<file path="src/design/assert_macros.svh">
// assertion macros shared by the design files
// expects clk and rst_n in the scope of use; no other dependencies
`ifndef ASSERT_MACROS_SVH
`define ASSERT_MACROS_SVH

`ifndef ASSERT_OFF

`define ADHP_ASSERT(label, prop, msg) \
    label: assert property (@(posedge clk) disable iff (!rst_n) prop) else $error(msg);

`define ADHP_NEVER(label, expr, msg) \
    label: assert property (@(posedge clk) disable iff (!rst_n) !(expr)) else $error(msg);

`else

`define ADHP_ASSERT(label, prop, msg)

`define ADHP_NEVER(label, expr, msg)

`endif

`endif

</file>
<file path="src/design/adhp_pkg.sv">
// types and constants for the audio datagram header parser
// no dependencies
package adhp_pkg;

    localparam int COUNT_BITS = 18;
    localparam int CMP_W      = (COUNT_BITS > 18) ? COUNT_BITS : 18;
    localparam int OFF_W      = 17;

    localparam logic [31:0] MAGIC_RESET = 32'h4155_4450;
    localparam int BASE_HDR   = 10;
    localparam int LEN_BYTES  = 2;
    localparam int REF_BASE   = BASE_HDR + LEN_BYTES;
    localparam int MAGIC_END  = 4;
    localparam int SEQ_END    = 8;

    localparam logic [COUNT_BITS-1:0] CNT_MAX = '1;

    typedef enum logic [2:0] {
        ERR_OK    = 3'd0,
        ERR_SHORT = 3'd1,
        ERR_MAGIC = 3'd2,
        ERR_NEAR  = 3'd3,
        ERR_REF   = 3'd4
    } err_code_t;

    typedef struct packed {
        logic [COUNT_BITS-1:0] count;
        logic [31:0]           magic;
        logic [31:0]           seq;
        logic [15:0]           near_bytes;
        logic [15:0]           ref_len;
    } frame_t;

endpackage

</file>
<file path="src/design/audio_datagram_header_parser.sv">
// top level of the audio datagram header parser
// depends on adhp_pkg, adhp_frame, adhp_verdict and assert_macros.svh
//
// usage:
//   input channel (in_valid, in_stall, data_byte, last_byte) carries one
//   datagram byte per transaction, in arrival order, last_byte set on the
//   final byte. output channel (out_valid, out_stall, result fields) carries
//   one verdict transaction per datagram.
//   cfg_wr_en/cfg_wr_data write expected_magic; write only while idle.
//   throughput: one byte per cycle while in_stall is low; header capture is a counter and shift
//   registers updated in the accepting cycle.
//   result: the verdict is registered and appears in the cycle after the final byte is accepted.
//   reset: frame state clears, expected_magic returns to 0x41554450 and the
//   output register empties. no clearing pass is needed.
//   stall: while a verdict waits under out_stall, in_stall is raised and no
//   byte is taken; when the verdict is taken a new byte may be accepted in
//   the same cycle.
`include "assert_macros.svh"

module audio_datagram_header_parser
    import adhp_pkg::*;
(
    input  logic             clk,
    input  logic             rst_n,
    input  logic             cfg_wr_en,
    input  logic [31:0]      cfg_wr_data,
    input  logic             in_valid,
    output logic             in_stall,
    input  logic [7:0]       data_byte,
    input  logic             last_byte,
    output logic             out_valid,
    input  logic             out_stall,
    output logic             packet_ok,
    output logic [2:0]       error_code,
    output logic [31:0]      sequence_res,
    output logic [15:0]      near_length,
    output logic [15:0]      ref_length,
    output logic [OFF_W-1:0] ref_offset,
    output logic             ref_present
);

    logic [31:0] magic_reg;
    logic        accept;
    logic        fire;
    logic        take;
    logic        ok_out;
    frame_t      snap;

    always_ff @(posedge clk or negedge rst_n)
    begin
        if (!rst_n)
        begin
            magic_reg <= MAGIC_RESET;
        end
        else if (cfg_wr_en)
        begin
            magic_reg <= cfg_wr_data;
        end
    end

    assign in_stall = out_valid && out_stall;
    assign accept   = in_valid && !in_stall;
    assign fire     = accept && last_byte;
    assign take     = out_valid && !out_stall;
    assign ok_out   = out_valid && packet_ok;

    adhp_frame u_frame (
        .clk       (clk),
        .rst_n     (rst_n),
        .accept    (accept),
        .data_byte (data_byte),
        .last_byte (last_byte),
        .snap      (snap)
    );

    adhp_verdict u_verdict (
        .clk            (clk),
        .rst_n          (rst_n),
        .fire           (fire),
        .take           (take),
        .snap           (snap),
        .expected_magic (magic_reg),
        .res_valid      (out_valid),
        .packet_ok      (packet_ok),
        .error_code     (error_code),
        .sequence_res   (sequence_res),
        .near_length    (near_length),
        .ref_length     (ref_length),
        .ref_offset     (ref_offset),
        .ref_present    (ref_present)
    );

    `ADHP_ASSERT(a_last_gives_result, fire |=> out_valid, "final byte gave no verdict")
    `ADHP_NEVER(a_ok_code, out_valid && packet_ok != (error_code == ERR_OK), "packet_ok disagrees")
    `ADHP_NEVER(a_pres_ok, out_valid && ref_present && !packet_ok, "ref_present when failed")
    `ADHP_NEVER(a_off_zero, out_valid && !packet_ok && ref_offset != '0, "ref_offset when failed")
    `ADHP_NEVER(a_off_floor, ok_out && ref_offset <= OFF_W'(REF_BASE), "ref_offset too low")

endmodule

</file>
<file path="src/design/adhp_frame.sv">
// per-datagram capture: byte counter and header field shift registers
// depends on adhp_pkg
module adhp_frame
    import adhp_pkg::*;
(
    input  logic       clk,
    input  logic       rst_n,
    input  logic       accept,
    input  logic [7:0] data_byte,
    input  logic       last_byte,
    output frame_t     snap
);

    frame_t                frame_reg;
    frame_t                frame_next;
    logic [CMP_W-1:0]      pos_ext;
    logic [CMP_W-1:0]      ref_at;

    always_comb
    begin
        pos_ext = CMP_W'(frame_reg.count);
        ref_at  = CMP_W'(frame_reg.near_bytes) + CMP_W'(BASE_HDR);
        snap    = frame_reg;

        if (frame_reg.count < COUNT_BITS'(MAGIC_END))
        begin
            snap.magic = {frame_reg.magic[23:0], data_byte};
        end
        else if (frame_reg.count < COUNT_BITS'(SEQ_END))
        begin
            snap.seq = {frame_reg.seq[23:0], data_byte};
        end
        else if (frame_reg.count < COUNT_BITS'(BASE_HDR))
        begin
            snap.near_bytes = {frame_reg.near_bytes[7:0], data_byte};
        end
        else if (pos_ext == ref_at || pos_ext == ref_at + CMP_W'(1))
        begin
            snap.ref_len = {frame_reg.ref_len[7:0], data_byte};
        end

        if (frame_reg.count != CNT_MAX)
        begin
            snap.count = frame_reg.count + COUNT_BITS'(1);
        end

        frame_next = frame_reg;
        if (accept)
        begin
            frame_next = last_byte ? '0 : snap;
        end
    end

    always_ff @(posedge clk or negedge rst_n)
    begin
        if (!rst_n)
        begin
            frame_reg <= '0;
        end
        else
        begin
            frame_reg <= frame_next;
        end
    end

endmodule

</file>
<file path="src/design/adhp_verdict.sv">
// datagram checks and the result register
// depends on adhp_pkg
module adhp_verdict
    import adhp_pkg::*;
(
    input  logic             clk,
    input  logic             rst_n,
    input  logic             fire,
    input  logic             take,
    input  frame_t           snap,
    input  logic [31:0]      expected_magic,
    output logic             res_valid,
    output logic             packet_ok,
    output logic [2:0]       error_code,
    output logic [31:0]      sequence_res,
    output logic [15:0]      near_length,
    output logic [15:0]      ref_length,
    output logic [OFF_W-1:0] ref_offset,
    output logic             ref_present
);

    logic [CMP_W-1:0] n_ext;
    logic [CMP_W-1:0] hdr_end;
    logic [CMP_W-1:0] frame_end;

    err_code_t        code_next;
    logic [31:0]      seq_next;
    logic [15:0]      near_next;
    logic [15:0]      ref_next;
    logic [OFF_W-1:0] off_next;
    logic             pres_next;

    logic             valid_reg;
    logic             ok_reg;
    err_code_t        code_reg;
    logic [31:0]      seq_reg;
    logic [15:0]      near_reg;
    logic [15:0]      ref_reg;
    logic [OFF_W-1:0] off_reg;
    logic             pres_reg;

    always_comb
    begin
        n_ext     = CMP_W'(snap.count);
        hdr_end   = CMP_W'(snap.near_bytes) + CMP_W'(REF_BASE);
        frame_end = hdr_end + CMP_W'(snap.ref_len);

        code_next = ERR_OK;
        seq_next  = '0;
        near_next = '0;
        ref_next  = '0;
        off_next  = '0;
        pres_next = 1'b0;

        if (n_ext < CMP_W'(BASE_HDR))
        begin
            code_next = ERR_SHORT;
        end
        else if (snap.magic != expected_magic)
        begin
            code_next = ERR_MAGIC;
        end
        else
        begin
            seq_next  = snap.seq;
            near_next = snap.near_bytes;
            if (snap.near_bytes == 16'd0 || n_ext < hdr_end)
            begin
                code_next = ERR_NEAR;
            end
            else
            begin
                ref_next = snap.ref_len;
                if (n_ext < frame_end)
                begin
                    code_next = ERR_REF;
                end
                else
                begin
                    off_next  = hdr_end[OFF_W-1:0];
                    pres_next = (snap.ref_len != 16'd0);
                end
            end
        end
    end

    always_ff @(posedge clk or negedge rst_n)
    begin
        if (!rst_n)
        begin
            valid_reg <= 1'b0;
        end
        else if (fire)
        begin
            valid_reg <= 1'b1;
        end
        else if (take)
        begin
            valid_reg <= 1'b0;
        end
    end

    always_ff @(posedge clk)
    begin
        if (fire)
        begin
            ok_reg   <= (code_next == ERR_OK);
            code_reg <= code_next;
            seq_reg  <= seq_next;
            near_reg <= near_next;
            ref_reg  <= ref_next;
            off_reg  <= off_next;
            pres_reg <= pres_next;
        end
    end

    assign res_valid    = valid_reg;
    assign packet_ok    = ok_reg;
    assign error_code   = code_reg;
    assign sequence_res = seq_reg;
    assign near_length  = near_reg;
    assign ref_length   = ref_reg;
    assign ref_offset   = off_reg;
    assign ref_present  = pres_reg;

endmodule

</file>
<file path="config.mk">
export PLATFORM = sky130hd
export DESIGN_NAME = audio_datagram_header_parser
export DESIGN_NICKNAME = d
export VERILOG_FILES = /design/src/design/adhp_pkg.sv /design/src/design/audio_datagram_header_parser.sv /design/src/design/adhp_frame.sv /design/src/design/adhp_verdict.sv
export VERILOG_INCLUDE_DIRS = /design/src /design/src/design
export SDC_FILE = /design/constraint.sdc
export NUM_CORES = 1
export LEC_CHECK = 0
export BUFFER_PORTS_ARGS = -buffer_cell sky130_fd_sc_hd__buf_2
export CORE_UTILIZATION = 61
export DETAILED_ROUTE_END_ITERATION = 12
export PLACE_DENSITY = 0.82
export SLEW_MARGIN = 25
export SYNTH_ARGS = -nofsm -noshare
export SYNTH_HDL_FRONTEND = slang
export SYNTH_SLANG_ARGS = --single-unit
</file>
<file path="constraint.sdc">
create_clock -name clk -period 23.1 [get_ports clk]
set_clock_uncertainty 0.15 [all_clocks]
set_input_delay 5.775 -clock clk [delete_from_list [all_inputs] [get_ports clk]]
set_output_delay 5.775 -clock clk [all_outputs]
set_load 0.1 [all_outputs]
</file>
## Word-level counts from Yosys, hierarchy flattened

Index checks and enable logic that the tools add are counted.

- $add $sub $neg: 5
- Reduce and logical (&&, ||, !) cells: 15
- Equal/unequal tests: 4
- Mux-type cells: 15
- Magnitude comparators: 6

Operators by type and width:

| kind | number |
|---|---|
| 2-to-1 mux 114 bit | 1 |
| 2-to-1 mux 32 bit | 3 |
| 2-to-1 mux 64 bit | 1 |
| < comparator 18 x 4 -> 1 bit (second input constant) | 3 |
| 2-to-1 mux 16 bit | 3 |
| adder 18 x 1 -> 18 bit (second input constant) | 2 |
| == test 18 bit | 2 |
| < comparator 18 bit | 2 |
| adder 16 x 4 -> 17 bit (second input constant) | 2 |
| inequality test 32 bit | 1 |
| adder 18 x 16 -> 18 bit | 1 |
| < comparator 18 x 3 -> 1 bit (second input constant) | 1 |
| 2-to-1 mux 18 bit | 1 |
| inequality test 18 bit (second input constant) | 1 |
| logical NOT 16 bit | 1 |
| nonzero test 16 bit | 1 |
| 2-to-1 mux 3 bit | 4 |
| logical AND 1 bit | 4 |
| OR reduction 4 bit | 1 |
| logical NOT 3 bit | 1 |
| OR reduction 3 bit | 1 |
| logical NOT 1 bit | 2 |
| logical OR 1 bit | 2 |
| 2-to-1 mux 1 bit | 2 |
| other kinds (2) | 2 |

- Output and inout port bits: 88
- Bits of input ports: 46
- Bits in registers: 233
- Logic and storage cells: 59

## Longest topological paths before layout

Gate-level depths: netlist (run 1).

- Word-level depth: 16
- Mapped depth: 32
- Gate-level depth less buffers: 28

## By module

From an unflattened synthesis (run 1), not the netlist that was laid out.

- Cells, all modules: 1266
- Area total of the unflattened synthesis: 14348.8 sq um

Modules (own cells, without submodules):

| module | sequential area each (sq um) | cells an instance | area each (sq um) | times used |
|---|---|---|---|---|
| adhp_frame | 2852.7 | 708 | 7378.3 | 1 |
| adhp_verdict | 2607.5 | 486 | 5586.6 | 1 |
| audio_datagram_header_parser | 813.3 | 72 | 1383.8 | 1 |

## Least setup slack after synthesis (run 1)

No wires, ideal clock.

- Path type: input to output
- Start: in out_stall
- End: out in_stall
- Path buffers: 0
- Stages: 2
- Arrival: 6.495 ns
- Required time: 17.175 ns
- Slack: 10.680 ns
- Cells stage by stage: nand2_1 -> inv_1

- Cells in the longest elaborated chain, start to end: 1

RTL lines:

| item | RTL line | text |
|---|---|---|
| start: declaration | audio_datagram_header_parser.sv:32 | `input logic out_stall,` |
| logical AND 1 bit | audio_datagram_header_parser.sv:61 | `assign in_stall = out_valid && out_stall;` |
| end: declaration | audio_datagram_header_parser.sv:28 | `output logic in_stall,` |

No other way between the ends.

## Worst setup path after layout (run 1)

Ends and elaborated chain as after synthesis.

==> impl_metrics.json, run 1 <==
{
  "initial_core_util_pct": 62.6,
  "tightest_slew_ps": 929,
  "critPathSlowestCell": "buf_2",
  "hold_viol": 0,
  "fp.dieH_microns": 157,
  "via_per_inst": 6.46,
  "ys.flop_type": "dfrtp_1",
  "gp_congestion": 0.953,
  "wire_per_inst_microns": 20.8,
  "cts_hold_buf": 0,
  "timing.slew.headroom_pct": 38.1,
  "area_growth_pct": 10.8,
  "portBuffers": 133,
  "die_area_sq_um": 24800,
  "dr.pass1.iters": 6,
  "cts_buffers": 25,
  "synthesis.instances": 1564,
  "crit_arrival_ps": 6410,
  "coreArea_sq_um": 23500,
  "dpl_cell_area_sq_um": 15400,
  "cts.clk_slew.worst_paths_ps": 60,
  "power_mw": 1.15,
  "synth_edf_count": 86,
  "yosysWarnings": 0,
  "cts_setup_buffers": 0,
  "synth_area_leaders": "dfrtp_1 (23%), edfxtp_1 (18%), nand2_1 (5.0%)",
  "p_per_area_nw_per_um2": 70.5,
  "drv_slew": 0,
  "fillCellCount": 1855,
  "final_nets": 1729,
  "crit_top_cell": "buf_2",
  "cp-end-kind": "primary output",
  "ioPinCount": 134,
  "synth_top_area_cell": "dfrtp_1",
  "worstSetupStartpointType": "input port",
  "clk_path_buf_depth": 3,
  "clk_latency_ps": 560,
  "cts_resized": 0,
  "min_period_ps": 12330,
  "seq_area_frac_synth_pct": 42.6,
  "fmax_ghz": 0.0811,
  "grt.total_usage_pct": 33.6,
  "cts_sinks": 233,
  "die_w_microns": 157,
  "synth_cell_types": 89,
  "finalSetupViolCount": 0,
  "root_buffer": "clkbuf_16",
  "finalWirelength_mm": 40.8,
  "drc_errors": 0,
  "ff_latch_area_sq_um": 6270,
  "drive_gt1_share_pct": 16.9,
  "critPathRequiredTime_ps": 17180,
  "largest_reg_flops": 96,
  "multi_input_area_sq_um": 7740,
  "rows": 56,
  "synth_seq_cells": 233,
  "tritoncts": "yes",
  "first_global_vias": 12100,
  "stdcell_area_sq_um": 16300,
  "fin_setup_tns_ps": 0,
  "h-tree-depth": 1,
  "drt_iter0_drc": 1514,
  "maxCapViolations": 0,
  "hold_class": "reg2reg",
  "overflow": 0,
  "avgSynthCellArea_sq_um": 9.42,
  "post-route-util_pct": 69.3,
  "synth.cell_area_sq_um": 14700,
  "synthArstFlopShare_pct": 63.1,
  "diodes": 0,
  "p_leak_nw": 7.11,
  "path_class": "in2out",
  "synth_top_cell_area_share_pct": 23.3,
  "status": "completed",
  "ant_nets": 0,
  "syn-num-nets": 1665,
  "critPathMaxFanout": 4,
  "antenna_found_initial": 0,
  "dp_hpwl_mm": 28.0,
  "peakVddDrop_mv": 0.0656,
  "via_count": 12700,
  "finalCritPeriodShare_pct": 53.4,
  "grt_pass1_wl_mm": 65.0,
  "grt_max_degree": 97,
  "crit_chain": "buf_2, nand2_1, inv_1, buf_2",
  "slowest_delay_ps": 410,
  "grt_setup_unrepaired": "false"
}
synth_stat cells (all sizes together), types with 7 or more instances:
cell type	number
a21boi	40
buf	36
nand2	198
dfstp	10
nand3	32
edfxtp	86
a21o	17
a22oi	31
and3	16
dfrtp	137
or3	9
o22ai	28
nor2	88
a22o	40
xor2	50
nand2b	12
or4	9
a31oi	8
nor4	31
nor2b	31
mux2i	26
o21ai	110
o31ai	7
inv	64
a211oi	11
mux2	40
ha	54
xnor2	44
a21oi	80
and4	7
nand4	21
clkbuf	76
nor3	24
and2	8
path summary, 6_finish.rpt:
path | end | depth (start not counted) | slack (ps) | start
worst max-delay path | in_stall | 4 | 10770 | out_stall
worst min-delay path | u_frame.frame_reg[60] | 2 | 340 | u_frame.frame_reg[60]
worst max register to register | u_verdict.ref_offset[4] | 28 | 14400 | u_frame.frame_reg[18]
worst min register to register | u_frame.frame_reg[60] | 2 | 340 | u_frame.frame_reg[60]
max in group asynchronous | u_frame.frame_reg[83] | 2 | 16380 | rst_n
min in group asynchronous | u_frame.pos_ext[16] | 1 | 5120 | rst_n
cell usage in the layout, fill, tap and decap left out, types with 6 or more instances in the layout:
master       n
xor2_1      50
a221oi_1     6
nand4_1     19
mux2_4      10
o21ai_0    109
clkbuf_16   25
a21boi_0    40
nand3_1     32
or3_1        9
and4_1       7
buf_2      132
a22o_1      40
edfxtp_1    86
o31ai_1      7
a21oi_1     80
nand2b_1    12
xnor2_1     44
or4_1        7
mux2_2      30
nor2b_1     31
nor4_1      27
and2_1       8
mux2i_1     26
inv_1       63
dfstp_2     10
buf_4       15
nand2_1    196
a21o_1      17
clkinv_2     6
dfrtp_1    137
ha_1        54
a31oi_1      8
nor2_1      76
o22ai_1     28
nor3_1      24
and3_1      16
a211oi_1    10
a22oi_1     31
nor2_2      11
cell families (layout without fill, tap and decap cells):
family	Yosys count	after routing	share of synthesized area, %
and+or+nand+nor	512	512	17.5
DFF	233	233	42.6
buffers and inverters	176	259	5.02
adders and majority gates	55	55	4.72
AOI/OAI and AO/OA	426	426	19.2
muxes	66	66	5.08
xor gates and xnor gates	96	96	5.89
metal layers:
layer	wire length, microns	global-route usage (%)
met3	3100	4.79
met4	1660	14.7
met2	19600	55.0
met5	0	0
met1	16400	44.3
worst max-delay path, delay by kind of cell:
family,cells,cell delay (ps)
simple gates,1,90
buf+inv,3,540
cell type report:
class                      instances  area share, %
timing repair buffer             149           4.88
clock buffer                      30           4.07
clock inverter                    16           1.24
tap                              319           2.45
inverter                          64           1.47
sequential                       233           38.4
multi-input combinational       1155           47.5
per-stage QoR:
step	hold WS, ps	std cells	setup slack [ps]
global placement	312	1920	10760
floorplan	300	1564	10680
detailed placement	320	1920	10770
CTS	336	1966	10760
global route	367	1966	10720
finish	336	1966	10770
power by group:
| group | switching [mW] | total (mW) | leakage, nW | internal, mW |
|---|---|---|---|---|
| Combinational | 0.137 | 0.201 | 3.94 | 0.0640 |
| Sequential | 0.0477 | 0.523 | 2.75 | 0.476 |
| Clock | 0.175 | 0.426 | 0.428 | 0.252 |
| Total | 0.360 | 1.15 | 7.11 | 0.791 |
(Power assumes the default switching activity.)
==> run 2, diff against run 1 <==
ABC_AREA = 1   (was not set)
CORE_UTILIZATION = 60   (was 61)
PLACE_DENSITY = 0.81   (was 0.82)
clock period = 12.89 ns   (was 23.1 ns; I/O delays follow)
==> run 2 against run 1 <==
  * Area after synthesis fell by 7.0%
  * Routed wire length fell by 13%
  * Register-to-register slack lost 9100 ps
  * First-iteration DRC count down 28%
  * Hold slack improved by 20 ps
  * Design area fell by 6.0%
==> impl_metrics.json, run 2 <==
{
  "maxCapViolations": 0,
  "status": "completed",
  "portBuffers": 133,
  "synth_cell_types": 52,
  "min_period_ps": 7870,
  "ys.flop_type": "dfrtp_1",
  "fillCellCount": 1773,
  "post-place-ws_ps": 4520,
  "finalSetupViolCount": 0,
  "die_w_microns": 153,
  "finalWirelength_mm": 35.7,
  "synthMostInstantiatedCell": "nand2_1",
  "ys_top_cells_by_count": "nand2_1 (352), inv_1 (225), nor2_1 (163)",
  "gp_congestion": 0.933,
  "layout_commonest_cell": "nand2_1",
  "grt_max_degree": 87,
  "synth_area_leaders": "dfrtp_1 (25%), edfxtp_1 (19%), nand2_1 (9.6%)",
  "drive_gt1_share_pct": 17.0,
  "crit_arrival_ps": 8100,
  "final_cell_mix": "nand2_1 (351), inv_1 (224), nor2_1 (161), dfrtp_1 (137), buf_2 (132)",
  "overflow": 0,
  "via_per_inst": 5.77,
  "drt_iter0_drc": 1089,
  "critPathRequiredTime_ps": 13130,
  "synthArstFlopShare_pct": 63.1,
  "cts.clk_slew.worst_paths_ps": 60,
  "post-route-util_pct": 69.4,
  "crit_top_cell": "inv_1",
  "cts_resized": 0,
  "cp-end-kind": "register",
  "h-tree-depth": 1,
  "peakVddDrop_mv": 0.135,
  "initial_core_util_pct": 62.0,
  "grt_setup_unrepaired": "false",
  "fmax_ghz": 0.127,
  "synth.cell_area_sq_um": 13700,
  "power_mw": 1.96,
  "critPathMaxFanout": 19,
  "syn-num-nets": 1746,
  "synth_top_cell_area_share_pct": 25.0,
  "path_class": "in2reg",
  "diodes": 0,
  "rows": 54,
  "p_leak_nw": 7.35,
  "wire_per_inst_microns": 17.4,
  "first_global_vias": 11400,
  "dr.pass1.iters": 5,
  "clk_path_buf_depth": 3,
  "critPathSlowestCell": "a21oi_1",
  "hold_class": "reg2reg",
  "cts_sinks": 233,
  "avgSynthCellArea_sq_um": 8.33,
  "coreArea_sq_um": 22100,
  "drc_errors": 0,
  "via_count": 11800,
  "yosysWarnings": 0,
  "tritoncts": "yes",
  "drv_slew": 0,
  "synthesis.instances": 1645,
  "slowest_delay_ps": 360,
  "final_nets": 1852,
  "timing.slew.headroom_pct": 24.1,
  "cts_buffers": 25,
  "clk_latency_ps": 540,
  "cts_hold_buf": 0,
  "cts_setup_buffers": 0,
  "ant_nets": 0,
  "synth_top_area_cell": "dfrtp_1",
  "grt_pass1_wl_mm": 57.1,
  "area_growth_pct": 11.9,
  "synth_edf_count": 86,
  "p_per_area_nw_per_um2": 127,
  "tightest_slew_ps": 1130,
  "root_buffer": "clkbuf_16",
  "fin_ws_ps": 5020,
  "hold_viol": 0,
  "fp.dieH_microns": 153,
  "die_area_sq_um": 23500,
  "largest_reg_flops": 96,
  "synth_seq_cells": 233,
  "antenna_found_initial": 0,
  "fin_setup_tns_ps": 0,
  "grt.total_usage_pct": 30.7,
  "ioPinCount": 134,
  "worstSetupStartpointType": "input port",
  "finalCritPeriodShare_pct": 61.0,
  "dp_hpwl_mm": 25.6,
  "seq_area_frac_synth_pct": 45.8
}
[run 2: cell count changes in the layout (fill, tap and decap cells not counted), moves of 29 or more]
cell | before | now
xnor2_1 | 44 | 8
inv_1 | 63 | 224
o21ai_0 | 109 | 74
a21boi_0 | 40 | 3
o21ai_1 | 0 | 29
nand3_1 | 32 | 77
o22ai_1 | 28 | 102
a22o_1 | 40 | 2
a22oi_1 | 31 | 0
a21oi_1 | 80 | 33
nor2b_1 | 31 | 0
nor2_1 | 76 | 161
nand2_1 | 196 | 351
[run 2: logic make-up after synthesis]
kind of cell | share of synthesized area, %
AO/OA/AOI/OAI | 11.4
XOR/XNOR | 4.96
adder cells (fa/ha/maj) | 5.08
buffers and inverters | 8.95
flip-flops | 45.8
multiplexers | 1.81
AND/OR/NAND/NOR | 22.0
[run 2: path summary, 6_finish.rpt]
check,cells past startpoint,to,from,slack (ps)
max,29,u_verdict.ref_offset[2],data_byte[3],5020
max reg2reg,39,u_verdict.ref_offset[2],u_frame.frame_reg[18],5260
max in group asynchronous,2,u_frame.frame_reg[55],rst_n,8950
min in group asynchronous,1,magic_reg[8],rst_n,2530
min,2,magic_reg[22],magic_reg[22],360
min reg2reg,2,magic_reg[22],magic_reg[22],360
[run 2: final cells by class]
type / instances / area, sq um / share of cell area [%]
Timing Repair Buffer: 138 / 717 / 4.67
Tap cell: 280 / 350 / 2.28
Clock inverter: 13 / 186 / 1.22
Sequential cell: 233 / 6270 / 40.9
Inverter: 244 / 917 / 5.98
Multi-Input combinational cell: 1109 / 6240 / 40.6
Clock buffer: 32 / 662 / 4.31
[run 2: report_power, final]
group	internal [mW]	switching [mW]	total, mW
Clock	0.446	0.304	0.751
Sequential	0.823	0.0303	0.853
Combinational	0.0996	0.252	0.352
[run 2: layer usage]
metal  track usage [%]  share of wire (%)  vias to the layer above
met2              48.8                 46                      526
met1              41.4                 42                     5540
li1                  -                  -                     5646
met4              14.0                4.3                        0
met3              5.13                7.8                      115
met5                 0                  0                        -
[run 2: worst max-delay path, delay by kind of cell]
kind            cells  cell delay [ps]
xor+xnor            2              420
compound gates      8             1620
simple gates       11             1460
buf+inv             5              450
fa+ha+maj           3              910
[run 2: metrics by stage]
step	std cells	hold slack [ps]	area [sq um]
2_1_floorplan	1645	325	13700
3_3_place_gp	2004	327	14500
3_5_place_dp	2004	354	14500
4_1_cts	2049	361	15300
5_1_grt	2049	395	15300
6_report	2049	356	15300
